### src/mcpg_pkg.sv
// ----------------------------------------------------------------------------
// mcpg_pkg
// shared types and constants of the midpoint circle point generator
// ----------------------------------------------------------------------------
package mcpg_pkg;

  localparam int unsigned POINTS_PER_STEP = 8;
  localparam int unsigned IDX_W           = $clog2(POINTS_PER_STEP);
  localparam int unsigned COORD_W         = 16;
  localparam int unsigned POINT_W         = 17;
  localparam int unsigned RADIUS_W        = 14;
  localparam int unsigned DIAM_W          = RADIUS_W + 1;
  localparam int unsigned CUR_Y_W         = 15;
  localparam int unsigned STEP_W          = 17;
  localparam int unsigned DEC_W           = 18;
  localparam int unsigned COLOR_W         = 32;
  localparam int unsigned QUEUE_DEPTH     = 2;
  localparam int unsigned QPTR_W          = $clog2(QUEUE_DEPTH);

  localparam logic KIND_START = 1'b0;
  localparam logic KIND_STEP  = 1'b1;

  // one queued job: either eight mirrored points or a finished marker
  typedef struct packed {
    logic                       fin;
    logic signed [COORD_W-1:0]  cx;
    logic signed [COORD_W-1:0]  cy;
    logic signed [COORD_W-1:0]  x;
    logic        [CUR_Y_W-1:0]  y;
    logic        [COLOR_W-1:0]  color;
  } job_t;

endpackage

### src/mcpg_ifs.sv
// ----------------------------------------------------------------------------
// mcpg request channels
// valid/ready channels carrying circle requests and plotted points
// ----------------------------------------------------------------------------
interface mcpg_in_if;
  logic        valid;
  logic        ready;
  logic        kind;
  logic signed [15:0] center_x;
  logic signed [15:0] center_y;
  logic [13:0] radius;
  logic [31:0] color;

  modport source (output valid, kind, center_x, center_y, radius, color, input ready);
  modport sink   (input valid, kind, center_x, center_y, radius, color, output ready);
endinterface

interface mcpg_out_if;
  logic        valid;
  logic        ready;
  logic signed [16:0] point_x;
  logic signed [16:0] point_y;
  logic [31:0] point_color;
  logic        last_of_step;
  logic        finished;

  modport source (output valid, point_x, point_y, point_color, last_of_step, finished,
                  input ready);
  modport sink   (input valid, point_x, point_y, point_color, last_of_step, finished,
                  output ready);
endinterface

### src/mcpg_front.sv
// ----------------------------------------------------------------------------
// mcpg_front
// accepts requests, runs the midpoint iteration and queues point jobs
// ----------------------------------------------------------------------------
module mcpg_front (
  input  logic                 clk,
  input  logic                 rst_n,
  mcpg_in_if.sink              in_chan,
  input  logic                 q_full,
  output logic                 q_push,
  output mcpg_pkg::job_t       q_job
);

  logic                                       active_r, active_nxt;
  logic signed [mcpg_pkg::COORD_W-1:0]        cur_x_r, cur_x_nxt;
  logic        [mcpg_pkg::CUR_Y_W-1:0]        cur_y_r, cur_y_nxt;
  logic        [mcpg_pkg::STEP_W-1:0]         step_x_r, step_x_nxt;
  logic        [mcpg_pkg::STEP_W-1:0]         step_y_r, step_y_nxt;
  logic signed [mcpg_pkg::DEC_W-1:0]          dec_r, dec_nxt;
  logic        [mcpg_pkg::DIAM_W-1:0]         diam_r, diam_nxt;
  logic signed [mcpg_pkg::COORD_W-1:0]        org_x_r, org_x_nxt;
  logic signed [mcpg_pkg::COORD_W-1:0]        org_y_r, org_y_nxt;
  logic        [mcpg_pkg::COLOR_W-1:0]        color_r, color_nxt;

  logic                                       accept;
  logic                                       done;
  logic signed [mcpg_pkg::DEC_W-1:0]          dec_a, dec_b;
  logic        [mcpg_pkg::CUR_Y_W-1:0]        y_a;
  logic        [mcpg_pkg::STEP_W-1:0]         sy_a, sx_b;
  logic        [mcpg_pkg::DIAM_W-1:0]         start_diam;

  assign in_chan.ready = !q_full;
  assign accept        = in_chan.valid && !q_full;

  assign done = !active_r ||
                ($signed({cur_x_r[mcpg_pkg::COORD_W-1], cur_x_r}) <
                 $signed({2'b00, cur_y_r}));

  always_comb begin
    // first test: advance y
    if (dec_r <= 0) begin
      dec_a = dec_r + $signed({1'b0, step_y_r});
      y_a   = cur_y_r + 1'b1;
      sy_a  = step_y_r + mcpg_pkg::STEP_W'(2);
    end else begin
      dec_a = dec_r;
      y_a   = cur_y_r;
      sy_a  = step_y_r;
    end
    // second test on the new error: pull x in
    sx_b  = step_x_r + mcpg_pkg::STEP_W'(2);
    dec_b = dec_a + $signed({1'b0, sx_b}) - $signed({3'b000, diam_r});
    start_diam = {in_chan.radius, 1'b0};

    active_nxt  = active_r;
    cur_x_nxt   = cur_x_r;
    cur_y_nxt   = cur_y_r;
    step_x_nxt  = step_x_r;
    step_y_nxt  = step_y_r;
    dec_nxt     = dec_r;
    diam_nxt    = diam_r;
    org_x_nxt   = org_x_r;
    org_y_nxt   = org_y_r;
    color_nxt   = color_r;
    q_push      = 1'b0;

    q_job.fin   = done;
    q_job.cx    = org_x_r;
    q_job.cy    = org_y_r;
    q_job.x     = cur_x_r;
    q_job.y     = cur_y_r;
    q_job.color = color_r;

    if (accept) begin
      if (in_chan.kind == mcpg_pkg::KIND_START) begin
        active_nxt = 1'b1;
        org_x_nxt  = in_chan.center_x;
        org_y_nxt  = in_chan.center_y;
        color_nxt  = in_chan.color;
        diam_nxt   = start_diam;
        cur_x_nxt  = $signed({2'b00, in_chan.radius}) - mcpg_pkg::COORD_W'(1);
        cur_y_nxt  = '0;
        step_x_nxt = mcpg_pkg::STEP_W'(1);
        step_y_nxt = mcpg_pkg::STEP_W'(1);
        dec_nxt    = mcpg_pkg::DEC_W'(1) - $signed({3'b000, start_diam});
      end else begin
        q_push = 1'b1;
        if (done) begin
          active_nxt = 1'b0;
        end else begin
          cur_y_nxt  = y_a;
          step_y_nxt = sy_a;
          if (dec_a > 0) begin
            cur_x_nxt  = cur_x_r - mcpg_pkg::COORD_W'(1);
            step_x_nxt = sx_b;
            dec_nxt    = dec_b;
          end else begin
            dec_nxt    = dec_a;
          end
        end
      end
    end
  end

  always_ff @(posedge clk) begin
    if (!rst_n) begin
      active_r <= 1'b0;
      cur_x_r  <= '0;
      cur_y_r  <= '0;
      step_x_r <= '0;
      step_y_r <= '0;
      dec_r    <= '0;
      diam_r   <= '0;
      org_x_r  <= '0;
      org_y_r  <= '0;
      color_r  <= '0;
    end else begin
      active_r <= active_nxt;
      cur_x_r  <= cur_x_nxt;
      cur_y_r  <= cur_y_nxt;
      step_x_r <= step_x_nxt;
      step_y_r <= step_y_nxt;
      dec_r    <= dec_nxt;
      diam_r   <= diam_nxt;
      org_x_r  <= org_x_nxt;
      org_y_r  <= org_y_nxt;
      color_r  <= color_nxt;
    end
  end

endmodule

### src/mcpg_queue.sv
// ----------------------------------------------------------------------------
// mcpg_queue
// short job queue decoupling the iteration from point output
// ----------------------------------------------------------------------------
module mcpg_queue (
  input  logic           clk,
  input  logic           rst_n,
  input  logic           push,
  input  mcpg_pkg::job_t push_job,
  input  logic           pop,
  output logic           full,
  output logic           not_empty,
  output mcpg_pkg::job_t head_job
);

  mcpg_pkg::job_t                   slot_r [mcpg_pkg::QUEUE_DEPTH];
  logic [mcpg_pkg::QPTR_W-1:0]      wr_ptr_r, wr_ptr_nxt;
  logic [mcpg_pkg::QPTR_W-1:0]      rd_ptr_r, rd_ptr_nxt;
  logic [mcpg_pkg::QPTR_W:0]        count_r, count_nxt;

  assign full      = (count_r == (mcpg_pkg::QPTR_W+1)'(mcpg_pkg::QUEUE_DEPTH));
  assign not_empty = (count_r != '0);
  assign head_job  = slot_r[rd_ptr_r];

  always_comb begin
    wr_ptr_nxt = push ? wr_ptr_r + 1'b1 : wr_ptr_r;
    rd_ptr_nxt = pop  ? rd_ptr_r + 1'b1 : rd_ptr_r;
    count_nxt  = count_r;
    if (push && !pop) begin
      count_nxt = count_r + 1'b1;
    end else if (pop && !push) begin
      count_nxt = count_r - 1'b1;
    end
  end

  always_ff @(posedge clk) begin
    if (!rst_n) begin
      wr_ptr_r <= '0;
      rd_ptr_r <= '0;
      count_r  <= '0;
    end else begin
      wr_ptr_r <= wr_ptr_nxt;
      rd_ptr_r <= rd_ptr_nxt;
      count_r  <= count_nxt;
    end
  end

  always_ff @(posedge clk) begin
    if (push) begin
      slot_r[wr_ptr_r] <= push_job;
    end
  end

endmodule

### src/mcpg_back.sv
// ----------------------------------------------------------------------------
// mcpg_back
// walks the eight octant mirrors of a job into the output register
// ----------------------------------------------------------------------------
module mcpg_back (
  input  logic           clk,
  input  logic           rst_n,
  input  logic           q_not_empty,
  input  mcpg_pkg::job_t head_job,
  output logic           q_pop,
  mcpg_out_if.source     out_chan
);

  logic [mcpg_pkg::IDX_W-1:0]          idx_r, idx_nxt;
  logic                                out_valid_r;
  logic signed [mcpg_pkg::POINT_W-1:0] px_r, py_r, px_nxt, py_nxt;
  logic        [mcpg_pkg::COLOR_W-1:0] col_r, col_nxt;
  logic                                last_r, last_nxt;
  logic                                fin_r;
  logic                                load;
  logic                                idx_end;
  logic signed [mcpg_pkg::POINT_W-1:0] cx_e, cy_e, x_e, y_e, ax, ay;

  assign load    = q_not_empty && (!out_valid_r || out_chan.ready);
  assign idx_end = (idx_r == mcpg_pkg::IDX_W'(mcpg_pkg::POINTS_PER_STEP - 1));
  assign q_pop   = load && (head_job.fin || idx_end);

  always_comb begin
    cx_e = {head_job.cx[mcpg_pkg::COORD_W-1], head_job.cx};
    cy_e = {head_job.cy[mcpg_pkg::COORD_W-1], head_job.cy};
    x_e  = {head_job.x[mcpg_pkg::COORD_W-1], head_job.x};
    y_e  = {2'b00, head_job.y};
    // upper four points swap the roles of x and y
    ax   = idx_r[2] ? y_e : x_e;
    ay   = idx_r[2] ? x_e : y_e;
    if (head_job.fin) begin
      px_nxt   = '0;
      py_nxt   = '0;
      col_nxt  = '0;
      last_nxt = 1'b1;
    end else begin
      px_nxt   = idx_r[1] ? cx_e - ax : cx_e + ax;
      py_nxt   = idx_r[0] ? cy_e + ay : cy_e - ay;
      col_nxt  = head_job.color;
      last_nxt = idx_end;
    end
    if (q_pop) begin
      idx_nxt = '0;
    end else if (load) begin
      idx_nxt = idx_r + 1'b1;
    end else begin
      idx_nxt = idx_r;
    end
  end

  always_ff @(posedge clk) begin
    if (!rst_n) begin
      idx_r       <= '0;
      out_valid_r <= 1'b0;
    end else begin
      idx_r <= idx_nxt;
      if (load) begin
        out_valid_r <= 1'b1;
      end else if (out_chan.ready) begin
        out_valid_r <= 1'b0;
      end
    end
  end

  always_ff @(posedge clk) begin
    if (load) begin
      px_r   <= px_nxt;
      py_r   <= py_nxt;
      col_r  <= col_nxt;
      last_r <= last_nxt;
      fin_r  <= head_job.fin;
    end
  end

  assign out_chan.valid        = out_valid_r;
  assign out_chan.point_x      = px_r;
  assign out_chan.point_y      = py_r;
  assign out_chan.point_color  = col_r;
  assign out_chan.last_of_step = last_r;
  assign out_chan.finished     = fin_r;

endmodule

### src/midpoint_circle_point_generator_top.sv
// ----------------------------------------------------------------------------
// midpoint_circle_point_generator_top
// midpoint circle rasteriser emitting eight mirrored points per step
//
// in_chan takes requests: kind start latches centre, radius and colour and
// gives no output; kind step gives the eight mirrored points of the current
// position, the eighth flagged last_of_step, or once the circle is complete
// (or none was started) a single point with finished and last_of_step set.
// out_chan delivers one point per cycle through a registered output stage
// while out_chan.ready is high and a job is queued. a step request is taken
// by the front iteration and queued; its first point passes the queue slot
// and then the output register, and the rest follow one per cycle while
// out_chan.ready stays high. the single output register sets the step rate.
// the front keeps accepting while the two-entry job queue has room, so it
// runs ahead of the output by up to two steps.
// when out_chan.ready is low the output register holds its point and the
// queue fills, after which in_chan.ready drops.
// synchronous active-low reset clears the circle state, the queue and the
// output valid; no circle is active after reset.
// ----------------------------------------------------------------------------
module midpoint_circle_point_generator_top (
  input  logic        clk,
  input  logic        rst_n,
  mcpg_in_if.sink     in_chan,
  mcpg_out_if.source  out_chan
);

  logic           q_full;
  logic           q_push;
  logic           q_pop;
  logic           q_not_empty;
  mcpg_pkg::job_t q_job;
  mcpg_pkg::job_t head_job;

  mcpg_front u_front (
    .clk     (clk),
    .rst_n   (rst_n),
    .in_chan (in_chan),
    .q_full  (q_full),
    .q_push  (q_push),
    .q_job   (q_job)
  );

  mcpg_queue u_queue (
    .clk       (clk),
    .rst_n     (rst_n),
    .push      (q_push),
    .push_job  (q_job),
    .pop       (q_pop),
    .full      (q_full),
    .not_empty (q_not_empty),
    .head_job  (head_job)
  );

  mcpg_back u_back (
    .clk         (clk),
    .rst_n       (rst_n),
    .q_not_empty (q_not_empty),
    .head_job    (head_job),
    .q_pop       (q_pop),
    .out_chan    (out_chan)
  );

endmodule

### src/flat_wrapper.sv
// flat-port wrapper written by rule: the top's interface ports become plain ports
module midpoint_circle_point_generator_top_flat 
  (clk, rst_n, in_chan_valid, in_chan_kind, in_chan_center_x, in_chan_center_y, in_chan_radius, in_chan_color, in_chan_ready, out_chan_valid, out_chan_point_x, out_chan_point_y, out_chan_point_color, out_chan_last_of_step, out_chan_finished, out_chan_ready);
  mcpg_in_if in_chan_i ();
  mcpg_out_if out_chan_i ();
  input  logic clk;
  input  logic rst_n;
  input wire logic [$bits(in_chan_i.valid)-1:0] in_chan_valid;
  input wire logic [$bits(in_chan_i.kind)-1:0] in_chan_kind;
  input wire logic [$bits(in_chan_i.center_x)-1:0] in_chan_center_x;
  input wire logic [$bits(in_chan_i.center_y)-1:0] in_chan_center_y;
  input wire logic [$bits(in_chan_i.radius)-1:0] in_chan_radius;
  input wire logic [$bits(in_chan_i.color)-1:0] in_chan_color;
  output wire logic [$bits(in_chan_i.ready)-1:0] in_chan_ready;
  output wire logic [$bits(out_chan_i.valid)-1:0] out_chan_valid;
  output wire logic [$bits(out_chan_i.point_x)-1:0] out_chan_point_x;
  output wire logic [$bits(out_chan_i.point_y)-1:0] out_chan_point_y;
  output wire logic [$bits(out_chan_i.point_color)-1:0] out_chan_point_color;
  output wire logic [$bits(out_chan_i.last_of_step)-1:0] out_chan_last_of_step;
  output wire logic [$bits(out_chan_i.finished)-1:0] out_chan_finished;
  input wire logic [$bits(out_chan_i.ready)-1:0] out_chan_ready;
  assign in_chan_i.valid = in_chan_valid;
  assign in_chan_i.kind = in_chan_kind;
  assign in_chan_i.center_x = in_chan_center_x;
  assign in_chan_i.center_y = in_chan_center_y;
  assign in_chan_i.radius = in_chan_radius;
  assign in_chan_i.color = in_chan_color;
  assign in_chan_ready = in_chan_i.ready;
  assign out_chan_valid = out_chan_i.valid;
  assign out_chan_point_x = out_chan_i.point_x;
  assign out_chan_point_y = out_chan_i.point_y;
  assign out_chan_point_color = out_chan_i.point_color;
  assign out_chan_last_of_step = out_chan_i.last_of_step;
  assign out_chan_finished = out_chan_i.finished;
  assign out_chan_i.ready = out_chan_ready;
  midpoint_circle_point_generator_top u_core (.clk(clk), .rst_n(rst_n), .in_chan(in_chan_i), .out_chan(out_chan_i));
endmodule
### config.mk
export PLATFORM = sky130hd
export DESIGN_NAME = midpoint_circle_point_generator_top_flat
export DESIGN_NICKNAME = d
export VERILOG_FILES = /design/src/mcpg_pkg.sv /design/src/mcpg_ifs.sv /design/src/mcpg_front.sv /design/src/mcpg_queue.sv /design/src/mcpg_back.sv /design/src/midpoint_circle_point_generator_top.sv /design/src/flat_wrapper.sv
export SDC_FILE = /design/constraint.sdc
export NUM_CORES = 1
export LEC_CHECK = 0
export BUFFER_PORTS_ARGS = -buffer_cell sky130_fd_sc_hd__buf_2
export CORE_MARGIN = 1.5
export CORE_UTILIZATION = 40
export CTS_BUF_LIST = sky130_fd_sc_hd__clkbuf_8
export DETAILED_ROUTE_END_ITERATION = 12
export HOLD_SLACK_MARGIN = 0.06
export PLACE_DENSITY = 0.67
export SLEW_MARGIN = 20
export SYNTH_ARGS = -nofsm -noshare
export SYNTH_HDL_FRONTEND = slang
export SYNTH_SLANG_ARGS = --single-unit
export TNS_END_PERCENT = 50
### constraint.sdc
create_clock -name clk -period 8.3 [get_ports clk]
set_input_delay 1.245 -clock clk [delete_from_list [all_inputs] [get_ports clk]]
set_output_delay 1.245 -clock clk [all_outputs]
set_load 0.01 [all_outputs]
==> impl_metrics.yaml, run 1 <==
power_and_ir_drop:
  powerDensity_nw_per_um2: 379
  power_uw: 9480
  vdd_ir_drop_max_mv: 0.186
  p_leak_uw: 0.00959
place:
  post-dp-hpwl_mm: 37.3
  io_buffer_count: 152
  gp_congestion: 0.869
routing:
  ant_nets: 0
  routed_via_density: 5.44
  drtIter0Drc: 979
  wl_per_cell_um: 17.9
  vias: 16278
  dr.pass1.iters: 5
  wirelength_mm: 53.5
  drc: 0
worst_setup_path:
  r2r_slack_ps: 2860
  critPathRequiredTime_ps: 8840
  critPathMaxFanout: 5
  start_kind: "flip-flop"
  critPathKind: "flip-flop to flip-flop"
  end_kind: "flip-flop"
  r2r-start: "u_core.u_front.dec_r[0]"
  crit_arrival_ps: 5980
  crit_start: "u_core.u_front.dec_r[0]"
yosys:
  synth_top_family_by_area: "simple AND/OR/NAND/NOR gates"
  yosys.area_share.adder_pct: 6.78
  yosys.area_share.xor_xnor_pct: 4.94
  syn_avg_cell_area_um2: 10.6
  synth_ff_type: "edfxtp_1"
  ys_async_sr_fraction_pct: 0
  synth-edff-count: 260
  synth_area_um2: 22000
  synth.net_count: 2267
  synth_cell_types: 88
  yosys.area_share.simple_pct: 15.0
  yosys_warnings: 0
  synth_compound_area_share_pct: 12.0
  synth_seq_cells: 431
  synth_seq_area_share_pct: 51.1
  synthCells: 2075
  synth_mux_area_share_pct: 7.13
global_routing:
  antenna_found_initial: 2
  overflow: 0
  grt_max_degree: 74
  grt_util_all_layers_pct: 18.9
  grt_pass1_wl_mm: 84.9
  grt_pass1_vias: 16209
final_layout:
  syn2layout_area_growth_pct: 13.7
  mostFrequentLayoutCell: "edfxtp_1"
  fillCellCount: 5006
  drive_above_1_share_pct: 16.5
  nNetsFinal: 2424
  final_cell_mix: "edfxtp_1 (260), nand2_1 (249), nor2_1 (180), a21oi_1 (173), dfxtp_1 (170)"
clock_tree:
  postCtsSetupBuffers: 0
  cts_hold_buffers: 0
  ctsResizeCount: 0
  ctsRootBufferMaster: "clkbuf_8"
  numCtsBuffers: 74
  clock-sinks: 431
  clkLatencyLatePin_ps: 670
  clock_path_buffers: 3
  cts_tree: "done"
  clk_pin_slew_ps: 70
  h-tree-depth: 3
hold_path:
  hold_class: "flip-flop to flip-flop"
  min_from: "u_core.u_front.diam_r[3]"
timing:
  rsz0062_at_grt: "false"
  hold_viol: 0
  drv_slew: 0
  setup_viol: 0
  worst_slew_pin_slew_ps: 1090
  max_freq_mhz: 184
  fin_tns_setup_ps: 0
  layout_worst_path_cycle_share_pct: 65.5
  skew_ps: 40.2
  maxSlewHeadroom_pct: 26.7
  period_minus_slack_ps: 5440
floorplan:
  die_h_um: 237
  core_area_um2: 54000
  dieArea_um2: 56400
  initial_core_util_pct: 40.7
  dieWidth_um: 237
  io_pins: 153
  num_rows: 85
outcome:
  status: "complete, no violations"
job:
  maxCapViolations: 0
==> critical path, stage by stage, from the launching register on <==
cell      delay [ps]
dfxtp_1          440
ha_1             230
inv_1             60
fa_1             390
nor2b_1          250
o221a_2          290
o211ai_1         120
nor3b_1          150
o31ai_1          570
fa_1             540
ha_1             250
or3_1            370
nor3_1           210
o311ai_0         270
a221o_1          410
a21oi_1          190
xor2_1           160
nor3b_1           70
or3_1            340
==> flip-flops by register name, summed over array words and instances (netlist names), 2 cells and up, named ones only <==
register,cells
u_core.u_front.step_x_r,17
u_core.u_back.out_chan.point_color,32
u_core.u_back.out_chan.point_x,17
u_core.u_front.org_y_r,16
u_core.u_back.out_chan.point_y,17
u_core.u_front.color_r,32
u_core.u_front.cur_x_r,16
u_core.u_front.cur_y_r,15
u_core.u_front.org_x_r,16
u_core.u_front.diam_r,14
u_core.u_back.idx_r,3
u_core.u_front.step_y_r,17
u_core.u_front.dec_r,18
u_core.u_queue.count_r,2
u_core.u_queue.slot_r,192
==> routing by layer <==
metal	global-route usage, %	routed length, µm	vias to the layer above
met5	0	0	-
met4	7.60	1870	0
met3	3.94	2950	138
met2	31.9	25600	455
met1	23.6	23100	7826
li1	-	-	7859
==> Yosys cell counts, types with 18 or more instances <==
cell      instances  area share [%]
ha_1             92             5.2
a21oi_1         174             4.0
a21o_1           27            0.92
or3_1            18            0.51
and3_1           24            0.68
o21ai_0          69             1.6
nand2_1         250             4.3
nand3_1          57             1.3
mux4_2           19             1.9
inv_1            75             1.3
xor2_1           60             2.4
dfxtp_1         171              16
edfxtp_1        260              36
clkbuf_1         57            0.97
and2_1           20            0.57
nor3_1           41            0.93
mux2_2           39             2.0
nand4_1          23            0.65
mux2i_1          70             3.2
buf_1            18            0.31
xnor2_1          64             2.5
nor2_1          182             3.1
nand2b_1         20            0.57
==> kinds of logic (layout without fill, tap and decap cells) <==
logic type,after synthesis,after routing
AO/OA/AOI/OAI,415,415
XOR/XNOR,124,124
adder cells (fa/ha/maj),109,109
buffers and inverters,165,384
flip-flops,431,431
multiplexers,128,128
other,0,2
AND/OR/NAND/NOR,703,703
==> where the power goes <==
group	leakage, µW	total, µW	switching [µW]	internal, µW
Clock	0.000915	2000	885	1120
Sequential	0.00386	3110	294	2810
Combinational	0.00481	4370	2600	1770
Total	0.00959	9480	3770	5700
==> final timing paths <==
kind / to / cells after the start
hold reg to reg: u_core.u_front.diam_r[3] / 2
setup reg to reg: u_core.u_front.dec_r[17] / 18
hold / removal: u_core.u_front.diam_r[3] / 2
setup / recovery: u_core.u_front.dec_r[17] / 18
==> cell type report <==
cell class | count | area, µm² | area share [%]
Antenna cell | 2 | 5.00 | 0.0200
Sequential cell | 431 | 11200 | 45.0
Timing Repair Buffer | 170 | 896 | 3.59
Clock inverter | 48 | 338 | 1.35
Clock buffer | 90 | 1240 | 4.96
Tap cell | 696 | 871 | 3.49
Inverter | 76 | 288 | 1.15
Multi-Input combinational cell | 1479 | 10100 | 40.5
==> stage by stage <==
step / worst slack (ps) / area (µm²) / util [%] / hold slack, ps / cells
6_report: 2860 / 25000 / 46.3 / 452 / 2992
5_1_grt: 2550 / 25000 / 46.2 / 466 / 2991
4_1_cts: 2940 / 25000 / 46.2 / 455 / 2990
3_5_place_dp: 2980 / 23400 / 43.3 / 437 / 2852
3_3_place_gp: 3000 / 23400 / 43.3 / 429 / 2852
2_1_floorplan: 1780 / 22000 / - / 425 / 2075
Power figures use the tool's default switching activity.
==> run 2, diff against run 1 <==
ABC_AREA = 1   (was not set)
clock period = 5.1 ns   (was 8.3 ns; I/O delays follow)
==> run 2 against run 1 <==
Fmax is 23% higher. Clock-buffer cell count is 3 lower. Sequential power is 59% higher. Routed wire length is 4.3% higher. Global-route usage is 0.20 points higher. Clock skew is 0.65 ps higher. Final area is 3.3% higher. Flip-flop and latch count stayed put. Critical path type unchanged.
==> impl_metrics.yaml, run 2 <==
timing:
  hold_viol: 0
  drv_slew: 0
  maxSlewHeadroom_pct: 32.9
  skew_ps: 40.9
  worst_slew_pin_slew_ps: 1010
  holdWs_ps: 319
  setup_viol: 0
  max_freq_mhz: 226
  fin_tns_setup_ps: 0
  layout_worst_path_cycle_share_pct: 86.8
  rsz0062_at_grt: "false"
  period_minus_slack_ps: 4430
final_layout:
  nNetsFinal: 3088
  largest-register: "u_core.u_queue.slot_r"
  final_cell_mix: "nand2_1 (686), inv_1 (340), nor2_1 (310), edfxtp_1 (260), o21ai_0 (227)"
  drive_above_1_share_pct: 11.2
  utilization_pct: 46.0
  syn2layout_area_growth_pct: 13.8
  mostFrequentLayoutCell: "nand2_1"
  largest_register_ff_count: 192
floorplan:
  die_h_um: 241
  dieWidth_um: 241
  num_rows: 87
  dieArea_um2: 58100
  initial_core_util_pct: 40.4
  core_area_um2: 56200
  io_pins: 153
global_routing:
  grt_max_degree: 97
  grt_pass1_wl_mm: 87.6
  antenna_found_initial: 2
  grt_util_all_layers_pct: 19.1
  overflow: 0
  grt_pass1_vias: 16821
place:
  io_buffer_count: 152
  gp_congestion: 0.904
  post-dp-hpwl_mm: 39.2
routing:
  drc: 0
  wirelength_mm: 55.8
  ant_nets: 0
  wl_per_cell_um: 15.0
  drtIter0Drc: 1185
  vias: 18193
  routed_via_density: 4.90
  dr.pass1.iters: 6
yosys:
  synth_area_um2: 22700
  synth_seq_cells: 431
  ys_async_sr_fraction_pct: 0
  synth_most_common_cell: "nand2_1"
  syn_avg_cell_area_um2: 8.28
  synth.area.top_cells: "edfxtp_1 (34%), dfxtp_1 (15%), nand2_1 (11%), inv_1 (5.3%), nor2_1 (5.2%)"
  synth_cell_types: 49
  yosys.area.top_type: "edfxtp_1"
  synthCells: 2738
  synth_ff_type: "edfxtp_1"
  yosys-top-cells-count: "nand2_1 (686), inv_1 (320), nor2_1 (313), edfxtp_1 (260), o21ai_0 (227)"
  synth_seq_area_share_pct: 49.5
  yosysTopAreaCellShare_pct: 34.4
  synth.net_count: 2930
  yosys_warnings: 0
  synth-edff-count: 260
hold_path:
  holdPathStages: 3
  min_from: "in_chan_color[23]"
  hold_class: "input pin to flip-flop"
  worstHoldEndpoint: "u_core.u_front.color_r[23]"
clock_tree:
  h-tree-depth: 3
  clkLatencyLatePin_ps: 670
  ctsRootBufferMaster: "clkbuf_8"
  cts_tree: "done"
  cts_hold_buffers: 0
  clock-sinks: 431
  postCtsSetupBuffers: 0
  numCtsBuffers: 74
  ctsResizeCount: 0
  clock_path_buffers: 3
  clk_pin_slew_ps: 70
power_and_ir_drop:
  vdd_ir_drop_max_mv: 0.362
  powerDensity_nw_per_um2: 618
  p_leak_uw: 0.0116
worst_setup_path:
  r2r-end: "u_core.u_front.dec_r[12]"
  critPathKind: "flip-flop to flip-flop"
  r2r-start: "u_core.u_front.dec_r[0]"
  critPathRequiredTime_ps: 5650
  start_kind: "flip-flop"
  r2r_slack_ps: 670
  end_kind: "flip-flop"
  crit_arrival_ps: 4970
  critPathMaxFanout: 4
  r2r_cells: 22
outcome:
  status: "complete, no violations"
job:
  maxCapViolations: 0
## run 2: cell types whose count changed after synthesis, moves of 19 or more
cell / before / now
mux2i_1: 70 / 15
nor2_1: 182 / 313
a21o_1: 27 / 1
mux4_2: 19 / 0
nand3_1: 57 / 108
o21ai_0: 69 / 227
xnor2_1: 64 / 25
mux2_2: 39 / 0
inv_1: 75 / 320
nand2b_1: 20 / 0
and3_1: 24 / 2
nand2_1: 250 / 686
## run 2: worst max-delay path by stage
stage	from	end	cells after the start
after floorplan	in_chan_kind	u_core.u_queue.slot_r[0][0]	5
after global placement	u_core.u_front.dec_r[0]	u_core.u_front.dec_r[17]	27
after CTS	u_core.u_front.dec_r[0]	u_core.u_front.dec_r[12]	22
final	u_core.u_front.dec_r[0]	u_core.u_front.dec_r[12]	22
after detailed placement	u_core.u_front.dec_r[0]	u_core.u_front.dec_r[12]	22
after global routing	u_core.u_front.dec_r[0]	u_core.u_front.dec_r[13]	23
## run 2: kinds of logic after synthesis
kind of cell / share of synthesized area [%]
AO/OA/AOI/OAI: 10.6
AND/OR/NAND/NOR: 22.6
flip-flops: 49.5
multiplexers: 0.662
buffers and inverters: 7.32
adder cells (fa/ha/maj): 6.58
XOR/XNOR: 2.70
## run 2: area by class of cell
cell class / count / area [µm²]
Fill cell: 5551 / 30300
Clock inverter: 49 / 388
Multi-Input combinational cell: 1884 / 9820
Tap cell: 756 / 946
Timing Repair Buffer: 176 / 993
Sequential cell: 431 / 11200
Antenna cell: 1 / 2.50
Clock buffer: 87 / 1200
Inverter: 329 / 1240
## run 2: stage by stage
step	worst slack, ps	cell area, µm²	instances	power (µW)
6_report	674	25800	3713	16000
5_1_grt	168	25800	3713	17300
4_1_cts	757	25800	3712	16000
3_5_place_dp	787	24200	3576	12700
3_3_place_gp	755	24200	3576	12600
2_1_floorplan	-817	22700	2738	10700
## run 2: power breakdown
group,internal [µW],switching [µW],leakage (µW)
clock,1840,1470,0.000893
combinational,2720,4990,0.00681
sequential,4560,371,0.00387
total,9120,6840,0.0116
## run 2: worst max-delay path: stages, from the launching register on
cell	delay [ps]
dfxtp_1	350
ha_1	260
inv_1	80
fa_1	400
inv_1	120
nand3_1	80
nand2_1	140
xor2_1	150
nand2_1	60
nand2_1	170
fa_1	440
ha_1	360
nand2_1	70
inv_1	30
a21boi_0	360
o21ai_0	250
a21boi_0	350
o21ai_0	170
xor2_1	160
nand3_1	90
nand2_1	70
o21bai_1	120
inv_1	50
## run 2: routing by layer
layer / vias up / routed length [µm] / global-route usage (%)
li1: 9325 / - / -
met1: 8284 / 24700 / 24.5
met2: 481 / 26100 / 31.8
met3: 101 / 3470 / 4.20
met4: 2 / 1490 / 6.50
met5: - / 14 / 0
